**src/rtl/pctr_ram.sv**
```systemverilog
module pctr_ram #(
    parameter int WIDTH = 8,
    parameter int DEPTH = 64,
    parameter int ADDR_W = (DEPTH > 1) ? $clog2(DEPTH) : 1
) (
    input  logic              clk,
    input  logic              rst_n,
    input  logic              rd_en,
    input  logic [ADDR_W-1:0] rd_addr,
    output logic [WIDTH-1:0]  rd_data,
    input  logic              wr_en,
    input  logic [ADDR_W-1:0] wr_addr,
    input  logic [WIDTH-1:0]  wr_data
);

    logic [WIDTH-1:0] mem [DEPTH];
    logic [DEPTH-1:0] valid_reg;
    logic [WIDTH-1:0] rd_data_reg;
    logic             rd_hit_reg;

    always_ff @(posedge clk)
    begin
        if (wr_en)
        begin
            mem[wr_addr] <= wr_data;
        end
        if (rd_en)
        begin
            rd_data_reg <= mem[rd_addr];
        end
    end

    always_ff @(posedge clk or negedge rst_n)
    begin
        if (!rst_n)
        begin
            valid_reg  <= '0;
            rd_hit_reg <= 1'b0;
        end
        else
        begin
            if (wr_en)
            begin
                valid_reg[wr_addr] <= 1'b1;
            end
            if (rd_en)
            begin
                rd_hit_reg <= valid_reg[rd_addr];
            end
        end
    end

    // unwritten entries read as reset value
    assign rd_data = rd_hit_reg ? rd_data_reg : '0;

endmodule

```
**config.mk**
```make
export PLATFORM = sky130hd
export DESIGN_NAME = pctr_ram
export DESIGN_NICKNAME = d
export VERILOG_FILES = /design/src/rtl/pctr_ram.sv
export SDC_FILE = /design/constraint.sdc
export NUM_CORES = 1
export LEC_CHECK = 0
export BUFFER_PORTS_ARGS = -buffer_cell sky130_fd_sc_hd__buf_2
export CAP_MARGIN = 40
export CORE_ASPECT_RATIO = 2
export CORE_MARGIN = 4
export CORE_UTILIZATION = 55
export DETAILED_ROUTE_END_ITERATION = 10
export PLACE_DENSITY = 0.73
export SLEW_MARGIN = 20
export SYNTH_ARGS = -nofsm -noshare
export SYNTH_HDL_FRONTEND = slang
export SYNTH_SLANG_ARGS = --single-unit
```
**constraint.sdc**
```tcl
create_clock -name clk -period 2.9 [get_ports clk]
set_clock_uncertainty 0.05 [all_clocks]
set_input_delay 0.29 -clock clk [delete_from_list [all_inputs] [get_ports clk]]
set_output_delay 0.29 -clock clk [all_outputs]
set_load 0.03 [all_outputs]
```
==> run summary <==
The flow ran to the end, and the final reports show no timing, DRC or antenna violations. After clock tree synthesis, the clock-pin slew on the worst setup and hold paths is approximately 0.070 ns. The number of vias after detailed routing came out at roughly 11,000. The most used flip-flop cell after synthesis is edfxtp_1.

The count of final max-slew check failures was 0. TritonCTS built the clock tree. In this run the remaining antenna-violating nets after routing total 0. The share of synthesized registers carrying an async set or reset is 11.11%.

After Yosys synthesis, XOR and XNOR cells account for 0% of the synthesized area. For this block, the initial DRC count from the detailed router was 1,035. The initial core utilization is a little under three fifths. The number of setup violations in the final report is 0. The region available for standard cell placement spans 0.04099 sq mm. The wire length of the first global-routing pass came out at 76,900 um. The type of the worst min-delay path is in -> async.

The number of synthesized register bits is 585. Multiplexer cells account for around 18% of the synthesized area. STA classifies the critical path endpoint as a flop.

The number of remaining DRC errors is 0. The top cell type's share of synthesized area came out at 68.74%. The number of hold violations in the final report came out at 0.

The adder-cell share of the synthesized area came out at 0%. The initial antenna violation count came out at 1. By area, the combinational part of the netlist is dominated by multiplexers. The insertion delay of the later-clocked pin in the worst-skew pair is 0.56 ns. The synthesized-area fraction occupied by ao, oa, aoi and oai cells is 0.8042%.

Dividing the final minimum period by the clock period gives 82.26%. The cell taking the most area after synthesis is edfxtp_1. The critical path is of the in -> reg type. The site row count is around 110. The sink count of the clock tree came out at 585. The number of H-tree levels is 2.

The average cell area after synthesis is 21.72 sq um. Leaving out fill and tap cells, the most frequent cell in the layout is edfxtp_1. Sequential cells were found to cover 75.90% of the synthesized design area. The reported max-cap violation count is 0. The area enclosed by the die boundary is 0.04481 sq mm.

The tree is rooted in a clkbuf_16. The post-CTS setup buffer count came out at 0. The largest fanout of any net on the critical path is 41. The number of enable-type register cells in the synthesized netlist is 520. The critical path data arrival time is 2.64 ns. The overall power of the completed layout came out at 16.78 mW. The number of warning messages in the yosys log came out at 0. The quantity of gates resized following cts came out at 0.

The cell count after synthesis came out at 1,046. The via-per-instance ratio is just over 6. The layout overhead on the synthesized area is 12.66%.

Counting the buffers created by CTS gives 46. The total number of nets in the final design is ~1,200. The clock period minus final worst setup slack is 2.385 ns. The kind of launch point of the worst setup path is an input port. Ranked by total cell area, the synthesized netlist is headed by edfxtp_1, mux4_2, dfrtp_1, or2_2, nor2_1. Summing the areas of all and, or, nand and nor instances in the mapped netlist gives 4.219% of the synthesized area. The total half-perimeter wirelength after legalization and detailed placement came out at 34,650 um. The final-layout fill cell count came out at 2,760. At the end of routability-driven placement, the weighted congestion stood at 0.8672. The count of distinct cell types in the synthesized netlist is 30. The share of layout cells above drive strength 1 is 35.57%. After global routing the overflow that remains totals 0. Adding up every negative setup slack in the final design gives 0 ns. At the pin with the least slew margin, the transition time is 0.6828 ns. Counting along the longest clock path gives a buffer depth of 3. The width of the die came out at 151.7 um. The total wire length came out at roughly 52,000 um. The pin count of the biggest net entering global routing is 54. The number of flip-flops in the largest register came out at 512. Counting every net in the synthesized netlist gives between 1,000 and 1,500. The largest vdd supply drop came out at 0.0004535 V.

The die is 295.4 um tall. Leaving out fill and tap cells, the most frequent cells in the layout are edfxtp_1, mux4_2, buf_4, nor2_1, or2_2. Dividing the detail-routed wire length by the instance count gives 29.84 um.

Based on the critical path, the design can be clocked at up to 0.4192 GHz. The worst pin sits at a relative slew slack of 54.48%. Setup repair after global routing left no endpoint under its margin. The I/O pin total came out at 32. The number of detailed-routing iterations run before antenna repair is 5. The leakage power came out at about 8.6 nW. The number of global-route vias before repair came out at 11,480. The total power density per cell area came out at 655.5 mW/mm^2. After synthesis the cells add up to 0.02272 sq mm. The number of buffers inserted by port buffering came out at 31. The required time of the worst setup path is 3.16 ns. The combined global-route utilization of all metal layers is between 20% and 30%.
[cells in the mapped netlist, types with 3 or more instances]
cell type,instances
inv_1,3
or2_2,66
buf_1,5
nor2b_1,7
buf_6,8
a22oi_1,4
nand2_1,11
buf_2,11
nand2b_1,5
nand3_1,10
a21oi_1,3
edfxtp_1,520
a211oi_1,3
mux4_2,169
dfrtp_1,65
buf_4,7
mux2i_1,22
and2_1,8
clkbuf_1,21
o22ai_1,12
nor2_1,73
[area by class of cell]
| class | count | area, sq um | area share, % |
|---|---|---|---|
| flip-flops and latches | 585 | 17240 | 67.37 |
| multi-input cells | 406 | 5167 | 20.19 |
| clock buffers | 60 | 1235 | 4.825 |
| repair buffers | 130 | 1064 | 4.156 |
| well taps | 535 | 669.4 | 2.616 |
| clock inverters | 25 | 198.9 | 0.7774 |
| inverters | 3 | 11.26 | 0.04400 |
| diodes | 2 | 5.005 | 0.01956 |
[worst max-delay path, stage by stage]
cell	delay [ns]
buf_8	0.36
buf_4	0.41
mux4_2	0.56
mux4_2	0.54
o22ai_1	0.32
nor2_1	0.10
[layer usage]
metal / routed length [um] / track usage, % / share of wire (%)
met1: 17960 / 29.32 / 34
met2: 29130 / 43.85 / 56
met3: 2621 / 2.761 / 5.0
met4: 2397 / 10.05 / 4.6
met5: 0 / 0 / 0
[metrics by stage]
stage          util [%]  instance area, sq um  hold slack (ns)  setup slack (ns)  cells
3_3_place_gp      58.75                 24080           0.3871          -0.05716   1655
2_1_floorplan         -                 22720         -0.05559            0.6105   1046
6_report          62.44                 25590          0.05106            0.5146   1746
5_1_grt           62.42                 25590          0.04971            0.3781   1744
4_1_cts           62.42                 25590          0.04779            0.5530   1744
3_5_place_dp      58.90                 24140          0.07641          -0.04807   1658
[logic make-up after synthesis]
logic type	after synthesis
DFF	585
muxes	191
and+or+nand+nor	188
buffers and inverters	55
AOI/OAI and AO/OA	27
[repair_timing]
action	4_1_cts	5_1_grt
endpoints found under the hold margin	48	0
hold buffers	1	0
setup endpoints to repair	0	0
[final timing paths]
| check | startpoint | end | slack, ns | depth (start not counted) |
|---|---|---|---|---|
| worst max register to register | mem[15][1]$_DFFE_PP_ | rd_data_reg[1]$_DFFE_PP_ | 0.56 | 6 |
| min in group clk | rd_en | rd_data_reg[6]$_DFFE_PP_ | 0.07 | 1 |
| worst min register to register | valid_reg[13]$_DFFE_PN0P_ | valid_reg[13]$_DFFE_PN0P_ | 0.42 | 1 |
| max in group asynchronous | rst_n | valid_reg[48]$_DFFE_PN0P_ | 2.03 | 4 |
| worst min-delay path | rst_n | valid_reg[30]$_DFFE_PN0P_ | 0.05 | 2 |
| worst max-delay path | rd_addr[0] | rd_data_reg[3]$_DFFE_PP_ | 0.51 | 6 |
[report_power, final]
part	internal [mW]	total (mW)	switching [mW]	leakage, nW
registers	9.41	9.51	0.108	5.50
logic	0.545	1.18	0.633	2.42
clock network	3.28	6.08	2.80	0.700
Power figures use the tool's default switching activity.
