### src/rtl/pctr_pkg.sv
package pctr_pkg;

    localparam int CLUSTER_COUNT     = 4;
    localparam int SLOTS_PER_CLUSTER = 16;
    localparam int TREE_SIZE         = 512;
    localparam int ROWS_PER_TREE     = 8;
    localparam int ROW_BITS          = 32;

    localparam int TOTAL_SLOTS = CLUSTER_COUNT * SLOTS_PER_CLUSTER;
    localparam int SLOT_IDX_W  = (TOTAL_SLOTS > 1) ? $clog2(TOTAL_SLOTS) : 1;
    localparam int FREE_W      = $clog2(TREE_SIZE + 1);
    localparam int ROW_SHIFT   = $clog2(ROWS_PER_TREE);

    localparam int FUNC_W     = 3;
    localparam int CLUSTER_W  = 2;
    localparam int SLOT_W     = 4;
    localparam int TREE_W     = 29;
    localparam int FRAMES_W   = 10;
    localparam int NEW_ROW_W  = 32;
    localparam int OUT_FREE_W = 10;
    localparam int OUT_ROW_W  = 32;
    localparam int THRESH_W   = 16;
    localparam int CFG_IDX_W  = 1;
    localparam int CFG_DATA_W = 16;

    localparam int SUM_W  = ((FREE_W > FRAMES_W) ? FREE_W : FRAMES_W) + 1;
    localparam int TCMP_W = ROW_BITS + TREE_W;

    localparam logic [FUNC_W-1:0] OP_GET       = 3'd0;
    localparam logic [FUNC_W-1:0] OP_PUT       = 3'd1;
    localparam logic [FUNC_W-1:0] OP_SET_START = 3'd2;
    localparam logic [FUNC_W-1:0] OP_SWAP      = 3'd3;
    localparam logic [FUNC_W-1:0] OP_DRAIN     = 3'd4;
    localparam logic [FUNC_W-1:0] OP_FREE_INC  = 3'd5;

    localparam logic [CFG_IDX_W-1:0] REG_FREE_RESERVE_EN = 1'd0;
    localparam logic [CFG_IDX_W-1:0] REG_FREE_THRESHOLD  = 1'd1;

    localparam logic               FREE_RESERVE_EN_RST = 1'b1;
    localparam logic [THRESH_W-1:0] FREE_THRESHOLD_RST = 16'd4;

    typedef struct packed {
        logic                 present;
        logic [FREE_W-1:0]    free;
        logic [ROW_BITS-1:0]  row;
    } resv_entry_t;

    typedef struct packed {
        logic [TREE_W-1:0]   tree;
        logic [THRESH_W-1:0] count;
    } hist_entry_t;

    localparam int RESV_W = $bits(resv_entry_t);
    localparam int HIST_W = $bits(hist_entry_t);

    typedef struct packed {
        logic [FUNC_W-1:0]    func;
        logic [CLUSTER_W-1:0] cluster;
        logic [SLOT_W-1:0]    slot;
        logic                 tree_given;
        logic [TREE_W-1:0]    tree;
        logic [FRAMES_W-1:0]  frames;
        logic [NEW_ROW_W-1:0] new_row;
    } req_t;

    typedef struct packed {
        logic                  success;
        logic                  old_present;
        logic [CLUSTER_W-1:0]  out_cluster;
        logic [OUT_FREE_W-1:0] old_free;
        logic [OUT_ROW_W-1:0]  old_row;
    } rsp_t;

    typedef struct packed {
        logic resv_we;
        logic hist_we;
    } upd_t;

    function automatic logic slot_in_range(logic [CLUSTER_W-1:0] cluster,
                                           logic [SLOT_W-1:0] slot);
        return (int'(cluster) < CLUSTER_COUNT) && (int'(slot) < SLOTS_PER_CLUSTER);
    endfunction

    function automatic logic [SLOT_IDX_W-1:0] slot_index(logic [CLUSTER_W-1:0] cluster,
                                                         logic [SLOT_W-1:0] slot);
        return SLOT_IDX_W'(int'(cluster) * SLOTS_PER_CLUSTER + int'(slot));
    endfunction

endpackage

### src/rtl/pctr_op_unit.sv
module pctr_op_unit (
    input  pctr_pkg::req_t                     req,
    input  pctr_pkg::resv_entry_t              old_resv,
    input  pctr_pkg::hist_entry_t              old_hist,
    input  logic                               free_reserve_enable,
    input  logic [pctr_pkg::THRESH_W-1:0]      free_threshold,
    output pctr_pkg::resv_entry_t              new_resv,
    output pctr_pkg::hist_entry_t              new_hist,
    output pctr_pkg::upd_t                     upd,
    output pctr_pkg::rsp_t                     rsp
);

    logic                              in_range;
    logic                              tree_match;
    logic                              row_same_tree;
    logic [pctr_pkg::ROW_BITS-1:0]     masked_row;
    logic [pctr_pkg::SUM_W-1:0]        free_ext;
    logic [pctr_pkg::SUM_W-1:0]        frames_ext;
    logic [pctr_pkg::SUM_W-1:0]        put_sum;
    logic [pctr_pkg::SUM_W-1:0]        size_ext;
    logic [pctr_pkg::ROW_BITS+pctr_pkg::TREE_W-1:0] swap_row;

    always_comb
    begin
        in_range   = pctr_pkg::slot_in_range(req.cluster, req.slot);
        masked_row = pctr_pkg::ROW_BITS'(req.new_row);
        tree_match = pctr_pkg::TCMP_W'(old_resv.row >> pctr_pkg::ROW_SHIFT)
                     == pctr_pkg::TCMP_W'(req.tree);
        row_same_tree = (old_resv.row >> pctr_pkg::ROW_SHIFT)
                        == (masked_row >> pctr_pkg::ROW_SHIFT);
        free_ext   = pctr_pkg::SUM_W'(old_resv.free);
        frames_ext = pctr_pkg::SUM_W'(req.frames);
        size_ext   = pctr_pkg::SUM_W'(pctr_pkg::TREE_SIZE);
        put_sum    = free_ext + frames_ext;
        swap_row   = pctr_pkg::TCMP_W'(req.tree) << pctr_pkg::ROW_SHIFT;

        new_resv        = old_resv;
        new_hist        = old_hist;
        upd             = '0;
        rsp.success     = 1'b0;
        rsp.old_present = old_resv.present;
        rsp.out_cluster = req.cluster;
        rsp.old_free    = pctr_pkg::OUT_FREE_W'(old_resv.free);
        rsp.old_row     = pctr_pkg::OUT_ROW_W'(old_resv.row);

        case (req.func)
            pctr_pkg::OP_GET:
            begin
                if (old_resv.present && (!req.tree_given || tree_match)
                    && (free_ext >= frames_ext))
                begin
                    new_resv.free = pctr_pkg::FREE_W'(free_ext - frames_ext);
                    upd.resv_we   = 1'b1;
                    rsp.success   = 1'b1;
                end
            end
            pctr_pkg::OP_PUT:
            begin
                if (old_resv.present && tree_match)
                begin
                    new_resv.free = (put_sum > size_ext) ? pctr_pkg::FREE_W'(size_ext)
                                                         : pctr_pkg::FREE_W'(put_sum);
                    upd.resv_we   = 1'b1;
                    rsp.success   = 1'b1;
                end
            end
            pctr_pkg::OP_SET_START:
            begin
                if (old_resv.present && row_same_tree)
                begin
                    new_resv.row = masked_row;
                    upd.resv_we  = 1'b1;
                    rsp.success  = 1'b1;
                end
            end
            pctr_pkg::OP_SWAP:
            begin
                new_resv.present = 1'b1;
                new_resv.free    = (frames_ext > size_ext) ? pctr_pkg::FREE_W'(size_ext)
                                                           : pctr_pkg::FREE_W'(frames_ext);
                new_resv.row     = pctr_pkg::ROW_BITS'(swap_row);
                upd.resv_we      = 1'b1;
                rsp.success      = 1'b1;
            end
            pctr_pkg::OP_DRAIN:
            begin
                new_resv    = '0;
                upd.resv_we = 1'b1;
                rsp.success = old_resv.present;
            end
            pctr_pkg::OP_FREE_INC:
            begin
                rsp.old_present = 1'b0;
                rsp.old_free    = '0;
                rsp.old_row     = '0;
                if (free_reserve_enable)
                begin
                    if (old_hist.tree != req.tree)
                    begin
                        new_hist.tree  = req.tree;
                        new_hist.count = '0;
                        upd.hist_we    = 1'b1;
                    end
                    else if (old_hist.count < free_threshold)
                    begin
                        new_hist.count = old_hist.count + pctr_pkg::THRESH_W'(1);
                        upd.hist_we    = 1'b1;
                    end
                    else
                    begin
                        rsp.success = 1'b1;
                    end
                end
            end
            default:
            begin
            end
        endcase

        // drop out-of-range slots
        if (!in_range)
        begin
            upd             = '0;
            rsp.success     = 1'b0;
            rsp.old_present = 1'b0;
            rsp.old_free    = '0;
            rsp.old_row     = '0;
        end
    end

endmodule

### config.mk
export PLATFORM = sky130hd
export DESIGN_NAME = pctr_op_unit
export DESIGN_NICKNAME = d
export VERILOG_FILES = /design/src/rtl/pctr_pkg.sv /design/src/rtl/pctr_op_unit.sv
export SDC_FILE = /design/constraint.sdc
export NUM_CORES = 1
export LEC_CHECK = 0
export BUFFER_PORTS_ARGS = -buffer_cell sky130_fd_sc_hd__buf_2
export CELL_PAD_IN_SITES_DETAIL_PLACEMENT = 1
export CELL_PAD_IN_SITES_GLOBAL_PLACEMENT = 2
export CORE_ASPECT_RATIO = 2
export CORE_MARGIN = 8
export CORE_UTILIZATION = 20
export DETAILED_ROUTE_END_ITERATION = 10
export PLACE_DENSITY_LB_ADDON = 0.1
export SLEW_MARGIN = 30
export SYNTH_ARGS = -nofsm -noshare
export SYNTH_HDL_FRONTEND = slang
export SYNTH_SLANG_ARGS = --single-unit
export TNS_END_PERCENT = 30
### constraint.sdc
create_clock -name vclk -period 3.69
set_input_delay 0.369 -clock vclk [all_inputs]
set_output_delay 0.369 -clock vclk [all_outputs]
set_load 0.02 [all_outputs]
==> run_results.csv <==
group,metric,value,unit
yosys,yosysTopAreaCell,"xor2_1",
timing,worst_pin_slew,561,ps
timing,finalSetupViolations,0,
routing,drc_errors,0,
die,core_area,0.0215,mm²
critical_path,end_kind,"output pin",
yosys,synthTopCellsByCount,"nand2_1 (85), xor2_1 (62), xnor2_1 (47)",
die,die_w,120,µm
placement,placed_cell_area,0.00656,mm²
pwr,clkPwrFrac,0,%
global_routing,grtUsageTotal,20.2,%
die,ioPinCount,322,
layout,final_util,30.7,%
timing,finalCriticalPeriod,3560,ps
routing,drtIter0Drc,174,
timing,finalHoldViolCount,0,
routing,wl_per_cell,23.1,µm
die,dieArea,0.0271,mm²
timing,post-route-period-util,96.6,%
yosys,synthTopCellsByArea,"xor2_1 (12%), ha_1 (10%), xnor2_1 (9.4%)",
layout,drive_above_1_share,42.4,%
global_routing,grt_max_degree,38,
layout,fin_area,0.00660,mm²
layout,num-clock-buffers,0,
critical_path,worstSetupPathType,"in2out",
routing,vias,6051,
layout,antenna_cells,0,
timing,relSlewSlack,62.3,%
yosys,syn_nets,870,
global_routing,grt_first_pass_wirelength,41.8,mm
global_routing,overflow,0,
routing,final_antenna_net_count,0,
critical_path,cp.arrival,3190,ps
timing,final-max-slew-violation-count,0,
routing,viasPerCell,4.84,
min_path,worstHoldStart,"req[77]",
critical_path,cp_max_fo,4,
min_path,hp-class,"in2out",
yosys,yosysTopAreaCellShare,12.4,%
die,start_util,20.3,%
pwr,sequentialPowerShare,0,%
pwr,p_comb_share,100.0,%
timing,tns,0,ps
min_path,hold-path-cell-count,0,
yosys,synth_most_common_cell,"nand2_1",
pwr,peakVddDrop,0.0000518,V
critical_path,cp-start-kind,"input pin",
layout,seq_cells,0,
die,rows,76,
die,die_y,225,µm
pwr,internal-power,0.000404,W
min_path,whs_endpoint,"rsp[43]",
layout,syn_to_final_growth,51.3,%
global_routing,antenna_found_initial,0,
layout,regArea,0,µm²
run,max_cap_violations,0,
critical_path,crit_required,3320,ps
placement,dp_hpwl,25.8,mm
timing,rsz0062_at_grt,"no",
pwr,power_leakage,3.36,nW
placement,globalplace.congestion,0.892,
yosys,syn_area_per_cell,6.75,µm²
routing,routed_wl,29.0,mm
routing,drtPass1Iterations,4,
pwr,power_switching,0.000606,W
yosys,synth.yosys.warnings,0,
placement,io_buffers,314,
pwr,switching_share,60.0,%
pwr,power.density,153,mW/mm²
run_status,status,"finished, final reports clean",
timing,timing.fmax,281,MHz
layout,nets,1204,
yosys,synth_cell_types,62,
yosys,syn-cell-area,0.00436,mm²
yosys,yosysSeqAreaShare,0,%
yosys,syn_inst,646,
global_routing,first_global_vias,6680,
worst max path at each step:
stage            start      endpoint
6_report       req[32]  new_resv[32]
2_1_floorplan  req[32]  new_resv[36]
3_3_place_gp   req[32]  new_resv[32]
5_1_grt        req[36]  new_resv[38]
4_1_cts        req[32]  new_resv[32]
3_5_place_dp   req[32]  new_resv[32]
placed cells by master (no fill, tap or decap), types with 3 or more instances in the layout:
cell / Yosys / layout
buf_4: 2 / 49
mux2_2: 30 / 30
nand4_1: 23 / 23
nor3_1: 11 / 10
a22o_1: 3 / 3
a21oi_1: 22 / 21
nand2b_1: 6 / 6
buf_2: 2 / 313
nand3_1: 14 / 14
a211oi_1: 6 / 6
inv_1: 39 / 39
o221ai_1: 3 / 3
nand2_1: 85 / 85
a22oi_1: 36 / 36
o21ai_0: 17 / 16
a31oi_1: 4 / 4
nor2_1: 37 / 36
ha_1: 36 / 34
or4_1: 6 / 6
and3_1: 7 / 7
a21o_1: 5 / 5
and2_1: 43 / 42
nor2b_1: 9 / 9
xnor2_1: 47 / 47
o31ai_1: 5 / 5
nor4_1: 15 / 15
mux2i_1: 3 / 3
xor2_1: 62 / 62
o21ai_1: 2 / 3
o21a_1: 3 / 3
buf_12: 0 / 3
power groups by stage:
stage          logic (W)  clock network, W  registers [W]
5_1_grt          0.00109                 0              0
6_report         0.00101                 0              0
3_3_place_gp     0.00102                 0              0
3_5_place_dp     0.00102                 0              0
2_1_floorplan   0.000522                 0              0
4_1_cts          0.00103                 0              0
worst max-delay path, stage by stage:
cell,delay (ps)
buf_2,130
ha_1,230
fa_1,390
nor2b_1,160
o21ai_1,120
buf_4,150
a31oi_1,110
a21oi_2,180
mux2_2,390
o32ai_2,290
buf_4,190
buf_4,110
nor2_1,40
o21ai_0,140
buf_2,180
layer usage:
metal  vias up  track usage (%)  wire (µm)
li1       2948                -          -
met5         -                0          0
met4         0             3.57        535
met2       195             43.6      17400
met1      2886             18.6       9600
met3        22             3.09       1450
stage by stage:
step	cells	total power (W)	hold slack, ps	worst slack [ps]
2_1_floorplan	646	0.000522	851	272
3_3_place_gp	1250	0.00102	738	-120
3_5_place_dp	1250	0.00102	738	-85.3
4_1_cts	1250	0.00103	738	22.4
5_1_grt	1251	0.00109	738	0.386
6_report	1251	0.00101	738	127
cells by family after synthesis:
logic type      synth area share, %
mux                            8.43
xor+xnor                       21.9
compound gates                 19.6
buf+inv                        6.42
fa+ha+maj                      11.2
simple gates                   32.4
cell type report:
| type | count | area [µm²] |
|---|---|---|
| fillers | 2816 | 14900 |
| inverters | 39 | 146 |
| multi-input cells | 574 | 4120 |
| well taps | 273 | 342 |
| repair buffers | 365 | 1990 |
what timing repair did:
action                                  CTS  global route
endpoints found under the setup margin    4             6
gates resized for setup                   3             5
hold buffers                              0             0
buffers inserted                          0             1
pin swaps                                 0             1
No activity file was read; power rests on OpenSTA's default activity.
